[config.mk]
export PLATFORM = sky130hd
export DESIGN_NAME = locking_pin_release_sequencer_top
export DESIGN_NICKNAME = d
export VERILOG_FILES = /design/src/sv/lprs_pkg.sv /design/src/sv/locking_pin_release_sequencer_top.sv
export SDC_FILE = /design/constraint.sdc
export NUM_CORES = 1
export LEC_CHECK = 0
export BUFFER_PORTS_ARGS = -buffer_cell sky130_fd_sc_hd__buf_2
export CAP_MARGIN = 20
export CORE_MARGIN = 2
export CORE_UTILIZATION = 58
export CTS_CLUSTER_DIAMETER = 40
export DETAILED_ROUTE_END_ITERATION = 7
export PLACE_DENSITY = 0.78
export SYNTH_ARGS = -nofsm -noshare
export SYNTH_HDL_FRONTEND = slang
export SYNTH_SLANG_ARGS = --single-unit
[constraint.sdc]
create_clock -name clk -period 9.9 [get_ports clk]
set_input_delay 1.98 -clock clk [delete_from_list [all_inputs] [get_ports clk]]
set_output_delay 1.98 -clock clk [all_outputs]
set_load 0.005 [all_outputs]
[src/sv/lprs_pkg.sv]
`timescale 1ns / 1ps
// ----------------------------------------------------------------------------
// lprs_pkg: shared types and constants of the locking pin release sequencer
// Item layouts, phase codes, engine states and arithmetic limits.
// ----------------------------------------------------------------------------
package lprs_pkg;

    localparam int CMD_W  = 10;
    localparam int TIM_W  = 8;
    localparam int PH_W   = 3;

    localparam logic [CMD_W-1:0] CMD_MAX = 10'd1023;
    localparam logic [TIM_W-1:0] TIM_MAX = 8'd255;

    // |to - from| * |t - hold| < 1024 * 256, so the product fits 18 bits
    localparam int PROD_W    = 18;
    localparam int MUL_STEPS = TIM_W;
    localparam int DIV_STEPS = PROD_W;
    localparam int CNT_W     = 5;

    typedef enum logic [PH_W-1:0] {
        PH_IDLE = 3'd0,
        PH_HOLD = 3'd1,
        PH_RAMP = 3'd2,
        PH_STAB = 3'd3,
        PH_END  = 3'd4
    } phase_t;

    typedef enum logic [4:0] {
        ENG_IDLE = 5'b00001,
        ENG_MUL  = 5'b00010,
        ENG_DIV  = 5'b00100,
        ENG_FIX  = 5'b01000,
        ENG_WB   = 5'b10000
    } eng_state_t;

    typedef struct packed {
        logic             enable;
        logic [TIM_W-1:0] hold_time;
        logic [TIM_W-1:0] ramp_time;
        logic [TIM_W-1:0] settle_time;
        logic [TIM_W-1:0] attempt_limit;
        logic [CMD_W-1:0] start_command;
        logic [CMD_W-1:0] ramp_from;
        logic [CMD_W-1:0] ramp_to;
        logic [CMD_W-1:0] settle_command;
    } tick_item_t;

    typedef struct packed {
        logic [CMD_W-1:0] command;
        logic             done_flag;
        logic [PH_W-1:0]  phase_out;
        logic [TIM_W-1:0] attempts_out;
        logic [TIM_W-1:0] timer_out;
    } result_item_t;

endpackage

[src/sv/locking_pin_release_sequencer_top.sv]
`timescale 1ns / 1ps
// ----------------------------------------------------------------------------
// locking_pin_release_sequencer_top: phase sequencer for a locking pin release
// Hold, ramp, stabilize and end phases with a bit-serial ramp interpolator.
// ----------------------------------------------------------------------------
// Usage:
//   tick / tick_valid / tick_stall carries one control tick per item: enable
//   plus the current timing and command set-points. result / result_valid /
//   result_stall returns exactly one item per tick: command, done flag,
//   phase, attempt count and timer, all as they stand after the tick.
//   An item moves on a rising edge with valid high and stall low.
// Engine steps:
//   Most ticks go from accept straight to write-back. A tick that interpolates
//   the ramp first runs an 8-step shift-and-add multiplier followed by an
//   18-step restoring divider, one bit per cycle, then a clamp step. A zero
//   ramp span skips both and goes straight to write-back.
//   One tick is in work at a time; tick_stall is high while it is.
// Stalls:
//   The result sits in an output register. The next tick is taken while a
//   result waits; its own result waits in write-back until the register
//   frees up, and the next tick is held off until then.
// Reset:
//   rst_n (async, active low) returns to idle with timer, attempts, command
//   and the done flag cleared and no result pending.
// ----------------------------------------------------------------------------
module locking_pin_release_sequencer_top
(
    input  logic                  clk,
    input  logic                  rst_n,
    input  logic                  tick_valid,
    output logic                  tick_stall,
    input  lprs_pkg::tick_item_t  tick,
    output logic                  result_valid,
    input  logic                  result_stall,
    output lprs_pkg::result_item_t result
);

    // ---------------- sequencer state ----------------
    lprs_pkg::phase_t                 phase_reg, phase_next;
    logic [lprs_pkg::TIM_W-1:0]       timer_reg, timer_next;
    logic [lprs_pkg::TIM_W-1:0]       attempts_reg, attempts_next;
    logic [lprs_pkg::CMD_W-1:0]       cmd_reg, cmd_next;
    logic                             finished_reg, finished_next;

    // ---------------- serial arithmetic engine ----------------
    lprs_pkg::eng_state_t             eng_reg, eng_next;
    logic [lprs_pkg::CNT_W-1:0]       cnt_reg, cnt_next;
    logic [lprs_pkg::PROD_W-1:0]      acc_reg, acc_next;     // product, then quotient
    logic [lprs_pkg::PROD_W-1:0]      mcand_reg, mcand_next;
    logic [lprs_pkg::TIM_W-1:0]       mplier_reg, mplier_next;
    logic [lprs_pkg::TIM_W-1:0]       span_reg, span_next;   // |ramp_time - hold_time|
    logic [lprs_pkg::TIM_W-1:0]       rem_reg, rem_next;
    logic [lprs_pkg::CMD_W-1:0]       from_reg, from_next;
    logic                             qneg_reg, qneg_next;

    // ---------------- output register ----------------
    logic                             res_valid_reg, res_valid_next;
    lprs_pkg::result_item_t           res_item_reg, res_item_next;

    logic                             tick_fire;
    logic                             wb_load;

    // ramp operands
    logic [lprs_pkg::TIM_W-1:0]       t_inc;
    logic [lprs_pkg::TIM_W-1:0]       t_sat;
    logic [lprs_pkg::TIM_W-1:0]       att_sat;
    logic [lprs_pkg::TIM_W:0]         dt_s;
    logic [lprs_pkg::TIM_W:0]         span_s;
    logic [lprs_pkg::CMD_W:0]         diff_s;
    logic [lprs_pkg::TIM_W-1:0]       dt_mag;
    logic [lprs_pkg::TIM_W-1:0]       span_mag;
    logic [lprs_pkg::CMD_W-1:0]       diff_mag;
    logic                             prod_neg;

    // divider / clamp step
    logic [lprs_pkg::TIM_W:0]         rem_sh;
    logic                             q_bit;
    logic [lprs_pkg::PROD_W:0]        pos_sum;
    logic [lprs_pkg::CMD_W-1:0]       fix_cmd;

    assign tick_stall   = (eng_reg != lprs_pkg::ENG_IDLE);
    assign tick_fire    = tick_valid && !tick_stall;
    assign wb_load      = (eng_reg == lprs_pkg::ENG_WB) && (!res_valid_reg || !result_stall);
    assign result_valid = res_valid_reg;
    assign result       = res_item_reg;

    assign t_inc   = timer_reg + 8'd1;
    assign t_sat   = (timer_reg == lprs_pkg::TIM_MAX) ? lprs_pkg::TIM_MAX : t_inc;
    assign att_sat = (attempts_reg == lprs_pkg::TIM_MAX) ? lprs_pkg::TIM_MAX
                                                         : attempts_reg + 8'd1;

    assign dt_s     = {1'b0, t_inc} - {1'b0, tick.hold_time};
    assign span_s   = {1'b0, tick.ramp_time} - {1'b0, tick.hold_time};
    assign diff_s   = {1'b0, tick.ramp_to} - {1'b0, tick.ramp_from};
    assign dt_mag   = dt_s[lprs_pkg::TIM_W] ? lprs_pkg::TIM_W'(-dt_s)
                                            : dt_s[lprs_pkg::TIM_W-1:0];
    assign span_mag = span_s[lprs_pkg::TIM_W] ? lprs_pkg::TIM_W'(-span_s)
                                              : span_s[lprs_pkg::TIM_W-1:0];
    assign diff_mag = diff_s[lprs_pkg::CMD_W] ? lprs_pkg::CMD_W'(-diff_s)
                                              : diff_s[lprs_pkg::CMD_W-1:0];
    assign prod_neg = (diff_s[lprs_pkg::CMD_W] ^ dt_s[lprs_pkg::TIM_W])
                      && (diff_mag != '0) && (dt_mag != '0);

    // one restoring-division step
    assign rem_sh = {rem_reg, acc_reg[lprs_pkg::PROD_W-1]};
    assign q_bit  = (rem_sh >= {1'b0, span_reg});

    // add the quotient to the ramp start, or subtract it when negative; clamp to command range
    assign pos_sum = {1'b0, acc_reg} + (lprs_pkg::PROD_W+1)'(from_reg);
    always_comb
    begin
        if (qneg_reg)
        begin
            if (acc_reg > lprs_pkg::PROD_W'(from_reg))
                fix_cmd = '0;
            else
                fix_cmd = from_reg - acc_reg[lprs_pkg::CMD_W-1:0];
        end
        else
        begin
            if (pos_sum > (lprs_pkg::PROD_W+1)'(lprs_pkg::CMD_MAX))
                fix_cmd = lprs_pkg::CMD_MAX;
            else
                fix_cmd = pos_sum[lprs_pkg::CMD_W-1:0];
        end
    end

    always_comb
    begin
        phase_next     = phase_reg;
        timer_next     = timer_reg;
        attempts_next  = attempts_reg;
        cmd_next       = cmd_reg;
        finished_next  = finished_reg;
        eng_next       = eng_reg;
        cnt_next       = cnt_reg;
        acc_next       = acc_reg;
        mcand_next     = mcand_reg;
        mplier_next    = mplier_reg;
        span_next      = span_reg;
        rem_next       = rem_reg;
        from_next      = from_reg;
        qneg_next      = qneg_reg;
        res_valid_next = res_valid_reg && result_stall;
        res_item_next  = res_item_reg;

        case (eng_reg)
            lprs_pkg::ENG_IDLE:
            begin
                if (tick_fire)
                begin
                    eng_next = lprs_pkg::ENG_WB;
                    case (phase_reg)
                        lprs_pkg::PH_IDLE:
                        begin
                            if (tick.enable)
                            begin
                                finished_next = 1'b0;
                                attempts_next = '0;
                                phase_next    = lprs_pkg::PH_HOLD;
                                cmd_next      = tick.start_command;
                                timer_next    = '0;
                            end
                        end
                        lprs_pkg::PH_HOLD, lprs_pkg::PH_RAMP, lprs_pkg::PH_STAB:
                        begin
                            if (!tick.enable)
                            begin
                                attempts_next = '0;
                                finished_next = 1'b1;
                                phase_next    = lprs_pkg::PH_IDLE;
                            end
                            else if (phase_reg == lprs_pkg::PH_HOLD)
                            begin
                                if (timer_reg >= tick.hold_time)
                                begin
                                    phase_next = lprs_pkg::PH_RAMP;
                                    cmd_next   = tick.ramp_from;
                                end
                                timer_next = t_sat;
                            end
                            else if (phase_reg == lprs_pkg::PH_RAMP)
                            begin
                                if (timer_reg >= tick.ramp_time)
                                begin
                                    timer_next    = t_sat;
                                    phase_next    = lprs_pkg::PH_STAB;
                                    cmd_next      = tick.settle_command;
                                    attempts_next = att_sat;
                                end
                                else
                                begin
                                    timer_next = t_inc;
                                    if (span_mag == '0)
                                    begin
                                        // zero span: sign of the product decides
                                        cmd_next = prod_neg ? '0 : lprs_pkg::CMD_MAX;
                                    end
                                    else
                                    begin
                                        eng_next    = lprs_pkg::ENG_MUL;
                                        cnt_next    = '0;
                                        acc_next    = '0;
                                        mcand_next  = lprs_pkg::PROD_W'(diff_mag);
                                        mplier_next = dt_mag;
                                        span_next   = span_mag;
                                        from_next   = tick.ramp_from;
                                        qneg_next   = prod_neg ^ span_s[lprs_pkg::TIM_W];
                                    end
                                end
                            end
                            else
                            begin
                                if (timer_reg >= tick.settle_time)
                                begin
                                    if (attempts_reg >= tick.attempt_limit)
                                    begin
                                        phase_next    = lprs_pkg::PH_END;
                                        finished_next = 1'b1;
                                    end
                                    else
                                    begin
                                        phase_next = lprs_pkg::PH_HOLD;
                                        cmd_next   = tick.start_command;
                                        timer_next = '0;
                                    end
                                end
                                else
                                begin
                                    timer_next = t_inc;
                                end
                            end
                        end
                        default:
                        begin
                            phase_next = lprs_pkg::PH_IDLE;
                        end
                    endcase
                end
            end
            lprs_pkg::ENG_MUL:
            begin
                // shift and add, one multiplier bit per cycle
                if (mplier_reg[0])
                    acc_next = acc_reg + mcand_reg;
                mcand_next  = {mcand_reg[lprs_pkg::PROD_W-2:0], 1'b0};
                mplier_next = {1'b0, mplier_reg[lprs_pkg::TIM_W-1:1]};
                cnt_next    = cnt_reg + 5'd1;
                if (cnt_reg == lprs_pkg::CNT_W'(lprs_pkg::MUL_STEPS - 1))
                begin
                    eng_next = lprs_pkg::ENG_DIV;
                    cnt_next = '0;
                    rem_next = '0;
                end
            end
            lprs_pkg::ENG_DIV:
            begin
                // quotient bits shift in from the bottom as dividend bits leave the top
                rem_next = q_bit ? lprs_pkg::TIM_W'(rem_sh - {1'b0, span_reg})
                                 : rem_sh[lprs_pkg::TIM_W-1:0];
                acc_next = {acc_reg[lprs_pkg::PROD_W-2:0], q_bit};
                cnt_next = cnt_reg + 5'd1;
                if (cnt_reg == lprs_pkg::CNT_W'(lprs_pkg::DIV_STEPS - 1))
                    eng_next = lprs_pkg::ENG_FIX;
            end
            lprs_pkg::ENG_FIX:
            begin
                cmd_next = fix_cmd;
                eng_next = lprs_pkg::ENG_WB;
            end
            lprs_pkg::ENG_WB:
            begin
                if (wb_load)
                begin
                    res_valid_next             = 1'b1;
                    res_item_next.command      = cmd_reg;
                    res_item_next.done_flag    = finished_reg;
                    res_item_next.phase_out    = phase_reg;
                    res_item_next.attempts_out = attempts_reg;
                    res_item_next.timer_out    = timer_reg;
                    eng_next                   = lprs_pkg::ENG_IDLE;
                end
            end
            default:
            begin
                eng_next = lprs_pkg::ENG_IDLE;
            end
        endcase
    end

    always_ff @(posedge clk or negedge rst_n)
    begin
        if (!rst_n)
        begin
            phase_reg     <= lprs_pkg::PH_IDLE;
            timer_reg     <= '0;
            attempts_reg  <= '0;
            cmd_reg       <= '0;
            finished_reg  <= 1'b0;
            eng_reg       <= lprs_pkg::ENG_IDLE;
            cnt_reg       <= '0;
            res_valid_reg <= 1'b0;
        end
        else
        begin
            phase_reg     <= phase_next;
            timer_reg     <= timer_next;
            attempts_reg  <= attempts_next;
            cmd_reg       <= cmd_next;
            finished_reg  <= finished_next;
            eng_reg       <= eng_next;
            cnt_reg       <= cnt_next;
            res_valid_reg <= res_valid_next;
        end
    end

    always_ff @(posedge clk)
    begin
        acc_reg      <= acc_next;
        mcand_reg    <= mcand_next;
        mplier_reg   <= mplier_next;
        span_reg     <= span_next;
        rem_reg      <= rem_next;
        from_reg     <= from_next;
        qneg_reg     <= qneg_next;
        res_item_reg <= res_item_next;
    end

    // ---------------- assertions ----------------
    // the arithmetic engine only runs for a ramp interpolation
    a_eng_ramp: assert property (@(posedge clk) disable iff (!rst_n)
        (eng_reg == lprs_pkg::ENG_MUL || eng_reg == lprs_pkg::ENG_DIV ||
         eng_reg == lprs_pkg::ENG_FIX) |-> (phase_reg == lprs_pkg::PH_RAMP))
        else $error("engine busy outside ramp phase");

    // restoring divider keeps its remainder below the divisor
    a_rem_bound: assert property (@(posedge clk) disable iff (!rst_n)
        (eng_reg == lprs_pkg::ENG_DIV) |-> (rem_reg < span_reg))
        else $error("divider remainder out of range");

    // done flag is only seen in idle or end
    a_done_phase: assert property (@(posedge clk) disable iff (!rst_n)
        finished_reg |-> (phase_reg == lprs_pkg::PH_IDLE || phase_reg == lprs_pkg::PH_END))
        else $error("done flag set in an active phase");

    // an accepted tick holds off the next one until its result is written
    a_tick_hold: assert property (@(posedge clk) disable iff (!rst_n)
        tick_fire |=> (tick_stall && !wb_load || eng_reg == lprs_pkg::ENG_WB))
        else $error("tick accepted while previous one in work");

    // write-back raises the result valid in the next cycle
    a_wb_valid: assert property (@(posedge clk) disable iff (!rst_n)
        wb_load |=> (result_valid && !tick_stall))
        else $error("write-back lost");

endmodule

* Word-level counts from Yosys, hierarchy flattened
Index checks and enable logic that the tools add are counted.
** Storage, ports and cells
- Register bits :: 142
- Word-level logic and storage cells :: 219
** Operators by class
- $lt $le $gt $ge :: 7
- $add $sub $neg :: 13
- Bitwise logic cells :: 5
- Reduce and logical (&&, ||, !) cells :: 31
- Mux-type cells :: 100
- Equal/unequal tests :: 43
** Operators by type and width (count)
- 18-bit 2-to-1 mux :: 15
- 8-bit 2-to-1 mux :: 24
- 10-bit 2-to-1 mux :: 15
- 5-bit 2-to-1 mux :: 18
- 8-bit case mux with 2 select lines :: 4
- 18-bit case mux with 3 select lines :: 1
- 10-bit case mux with 2 select lines :: 2
- 18-bit case mux with 2 select lines :: 1
- 8-bit >= comparator :: 4
- 8-bit AND reduction :: 4
- 5-bit != test, second input constant :: 5
- 5-bit case mux with 5 select lines :: 1
- 3-bit 2-to-1 mux :: 8
- 2-bit != test, second input constant :: 12
- 3-bit != test, second input constant :: 8
- 18-bit by 10-bit adder with 19-bit output :: 1
- 19-bit by 10-bit > comparator with 1-bit output, second input constant :: 1
- 18-bit adder :: 1
- 18-bit by 10-bit > comparator with 1-bit output :: 1
- 9-bit AND reduction :: 2
- 8-bit by 8-bit subtractor with 9-bit output :: 2
- 8-bit by 1-bit adder with 8-bit output, second input constant :: 2
- 8-bit equality test, second input constant :: 2
- 8-bit negation :: 2
- 38 further kinds :: 63

* Depth between registers and ports, before layout
- Depth after elaboration :: 15
- Gate-level depth with buffers :: 17
- Gate-level depth less buffers :: 15

* Worst setup path before layout
No wires, ideal clock.
- Path type :: input port to flip-flop
- From :: input tick[56] in the netlist's numbering
- To :: register mcand_reg[0] in the netlist's numbering (enable)
- Setup slack :: 3503 ps
- Arrival time :: 5952 ps
- Buffers on the path :: 1
- Setup time :: 445 ps
- Stages :: 13
- Data required time :: 9455 ps
- Cells stage by stage :: inv_1 ha_1 inv_1 fa_1 a21oi_1 o21ai_2 a2111oi_2 or2_1 clkbuf_1 and3_1 a211oi_1 o2111a_2 o21ai_0
** Between the ends
- Word-level cells in the longest chain between the ends :: 6
- Elaborated cells between the ends (all ways) :: 8
- Classes of those cells :: add/sub (2); order compare (1); eq/ne (2); mux (1); reduce/logical (2)
** Ends and longest elaborated chain
- from (decl) :: RTL line locking_pin_release_sequencer_top.sv:32 : input lprs_pkg::tick_item_t tick,
- 8-bit by 8-bit subtractor with 9-bit output :: RTL line locking_pin_release_sequencer_top.sv:93 : assign span_s = {1'b0, tick.ramp_time} - {1'b0, tick.hold_time};
- 8-bit negation :: RTL line locking_pin_release_sequencer_top.sv:97 : assign span_mag = span_s[lprs_pkg::TIM_W] ? lprs_pkg::TIM_W'(-span_s)
- 8-bit 2-to-1 mux :: RTL line locking_pin_release_sequencer_top.sv:97
- 8-bit zero test :: RTL line locking_pin_release_sequencer_top.sv:194 : if (span_mag == '0)
- 2-bit != test (no source line)
- 8-bit AND reduction (no source line) (*)
- to (signal assigned) :: RTL line locking_pin_release_sequencer_top.sv:320 : mcand_reg <= mcand_next;
- to (decl) :: RTL line locking_pin_release_sequencer_top.sv:49 : logic [lprs_pkg::PROD_W-1:0] mcand_reg, mcand_next;
Every way passes the cells marked *; elsewhere a longest branch is shown, timed or not.
A chain may end at the register's enable or synchronous reset.

* Worst setup path in the final report
- From :: input tick[56] in the netlist's numbering
- To :: register acc_reg[4] in the netlist's numbering (enable)
** Between the ends
- Word-level cells in the longest chain between the ends :: 6
- Elaborated cells between the ends (all ways) :: 8
- Classes of those cells :: add/sub (2); order compare (1); eq/ne (2); mux (1); reduce/logical (2)
** Ends and longest elaborated chain
- 8-bit by 8-bit subtractor with 9-bit output :: RTL line locking_pin_release_sequencer_top.sv:93
- 8-bit negation :: RTL line locking_pin_release_sequencer_top.sv:97
- 8-bit 2-to-1 mux :: RTL line locking_pin_release_sequencer_top.sv:97
- 8-bit zero test :: RTL line locking_pin_release_sequencer_top.sv:194
- 2-bit != test (no source line)
- 9-bit AND reduction (no source line) (*)
- to (signal assigned) :: RTL line locking_pin_release_sequencer_top.sv:319 : acc_reg <= acc_next;
- to (decl) :: RTL line locking_pin_release_sequencer_top.sv:48 : logic [lprs_pkg::PROD_W-1:0] acc_reg, acc_next;
Marks and branches as above.

==> results.cfg <==
[outcome]
status = finished, final reports clean

[sta]
min_period_ps = 5310
setup_ws_ps = 4590
worst_pin_slew_ps = 1050
rsz0062_at_grt = no
fmax_ghz = 0.188
hold_violations = 0
fin_crit_sh = 0.536
setup_viol = 0
tns_ps = 0
drv_slew = 0
finClkSkew_ps = 9.86
relSlewSlack = 0.303

[grt]
grt_pass1_vias = 8902
grt_max_degree = 42
antenna_found_initial = 0
gr-total-overflow = 0
grt_util_all_layers = 0.288
grt_pass1_wl_mm = 46.2

[clock_network]
cts_buffers = 17
clkTransAtPathRegs_ps = 60
cts_resized = 0
cts_root_buf = clkbuf_16
htree_levels = 4
cts_tree = yes
cts_setup_buffers = 0
cts.sink_count = 142
insertion_delay_ps = 430
clock_path_buffers = 2
postCtsHoldBufs = 0

[critical_path]
crit_type = input pin to flop
endpoint_kind = flop
crit_fanout = 18
crit_arrival_ps = 5370
r2r-start = timer_reg[1]
crit_start = tick[56]
cp_data_required_time_ps = 9960
setup.worst_path.start_class = input pin

[cells_and_area]
syn2layout_area_growth_pct = 12.4
fillCellCount = 1573
num_antenna_cells = 0
largest_reg_flops = 30
final_layout_size_suffix_gt1_frac = 0.136
multi_input_area_sq_um = 6670
regArea_sq_um = 4060
fin_nets = 1532

[detailed_routing]
drt-pass1-iter-count = 7
first_iter_violations = 900
wl_per_cell_um = 18.1
vias_per_cell = 6.16
dr_total_vias = 9866
routed_wl_mm = 29.0
drc = 0
ant_nets = 0

[min_path]
hold_class = flop to flop
hold_start = finished_reg

[floorplan]
initial_core_util = 0.596
pin_count = 109
die_w_um = 143
core_area_sq_um = 18900
floorplan.die_area_sq_um = 20600
die_h_um = 143
floorplan.rows = 50

[yosys]
netlist_area_sq_um = 11300
ys_types = 83
synth_nets = 1426
synthCells = 1223
syn_avg_cell_area_sq_um = 9.21
ys_ff_latch = 142
seq_area_frac_synth = 0.360
ys_warn_count = 0
ys.flop_type = edfxtp_1
synth-edff-count = 101
async_reset_ff_frac = 0.289

[power_and_ir_drop]
cellLeakagePower_nw = 5.52
peakVddDrop_mv = 0.133
p_per_area_nw_per_um2 = 187
finalPower_mw = 2.37

[place]
dp_slack_ps = 4170
gp_congestion = 0.900
dp_hpwl_mm = 22.0
portBuffers = 108

[flow_run]
cap_violations = 0
[critical path, stage by stage]
cell and delay [ps]:
buf_2 110, inv_1 50, ha_1 160, inv_1 60
fa_1 400, a21oi_1 250, o21ai_2 110, a2111oi_2 420
nor2_2 140, a31oi_1 290, a211oi_1 130, o2111a_2 210
o21ai_1 340, o21a_1 690
[path summary, 6_finish.rpt]
kind                                    to  slack, ps  depth (start not counted)
min in group asynchronous       cmd_reg[7]       1380                          1
worst min-delay path            result[19]        450                          0
max in group asynchronous       eng_reg[0]       8020                          2
worst min register to register  result[19]        450                          0
worst max-delay path            acc_reg[4]       4590                         14
worst max register to register  cmd_reg[5]       5410                         14
[logic make-up after synthesis]
family                     after synthesis  share of synthesized area
AOI/OAI and AO/OA                      370                      0.220
and+or+nand+nor                        361                      0.161
buffers and inverters                  145                     0.0500
DFF                                    142                      0.360
adders and majority gates              126                      0.145
xor gates and xnor gates                67                     0.0527
muxes                                   12                     0.0110
[per-layer routing]
metal	global-route usage	wire [um]
met5	0	0
met4	0.0960	660
met3	0.0403	2090
met2	0.456	13400
met1	0.408	12900
[cells in the mapped netlist, types with 25 or more instances]
master      n  area share
nand2_1    81       0.027
nand2b_1   25       0.014
a21oi_1    79       0.035
xnor2_1    33       0.026
o21ai_0    78       0.035
inv_1     113       0.038
nor2_1     96       0.032
nor3_1     30       0.013
dfrtp_1    40       0.089
clkbuf_1   25      0.0083
xor2_1     33       0.026
ha_1      119        0.13
edfxtp_1  101        0.27
[placed cells by master (no fill, tap or decap), types with 30 or more instances in the layout]
cell type / instances
nor3_1: 30
o21ai_0: 77
a21oi_1: 78
xor2_1: 33
edfxtp_1: 101
ha_1: 119
buf_2: 108
nor2_1: 96
inv_1: 113
nand2_1: 81
dfrtp_1: 40
xnor2_1: 33
[metrics by stage]
step	hold WS, ps	std cells	utilization	cell area, sq um
2_1_floorplan	423	1223	-	11300
3_3_place_gp	438	1568	0.639	12100
3_5_place_dp	437	1568	0.639	12100
4_1_cts	452	1600	0.668	12600
5_1_grt	467	1602	0.670	12700
6_report	449	1602	0.670	12700
[where the power goes]
part	internal [mW]	switching (mW)	total, mW
logic	0.360	0.557	0.918
registers	0.772	0.0823	0.854
clock network	0.331	0.272	0.603
total	1.46	0.911	2.37
[final cells by class]
cell class / count / area share
flip-flops and latches: 142 / 0.321
well taps: 260 / 0.0257
multi-input cells: 936 / 0.526
inverters: 114 / 0.0338
repair buffers: 118 / 0.0506
clock buffers: 19 / 0.0350
clock inverters: 13 / 0.00820
Power figures use the tool's default switching activity.
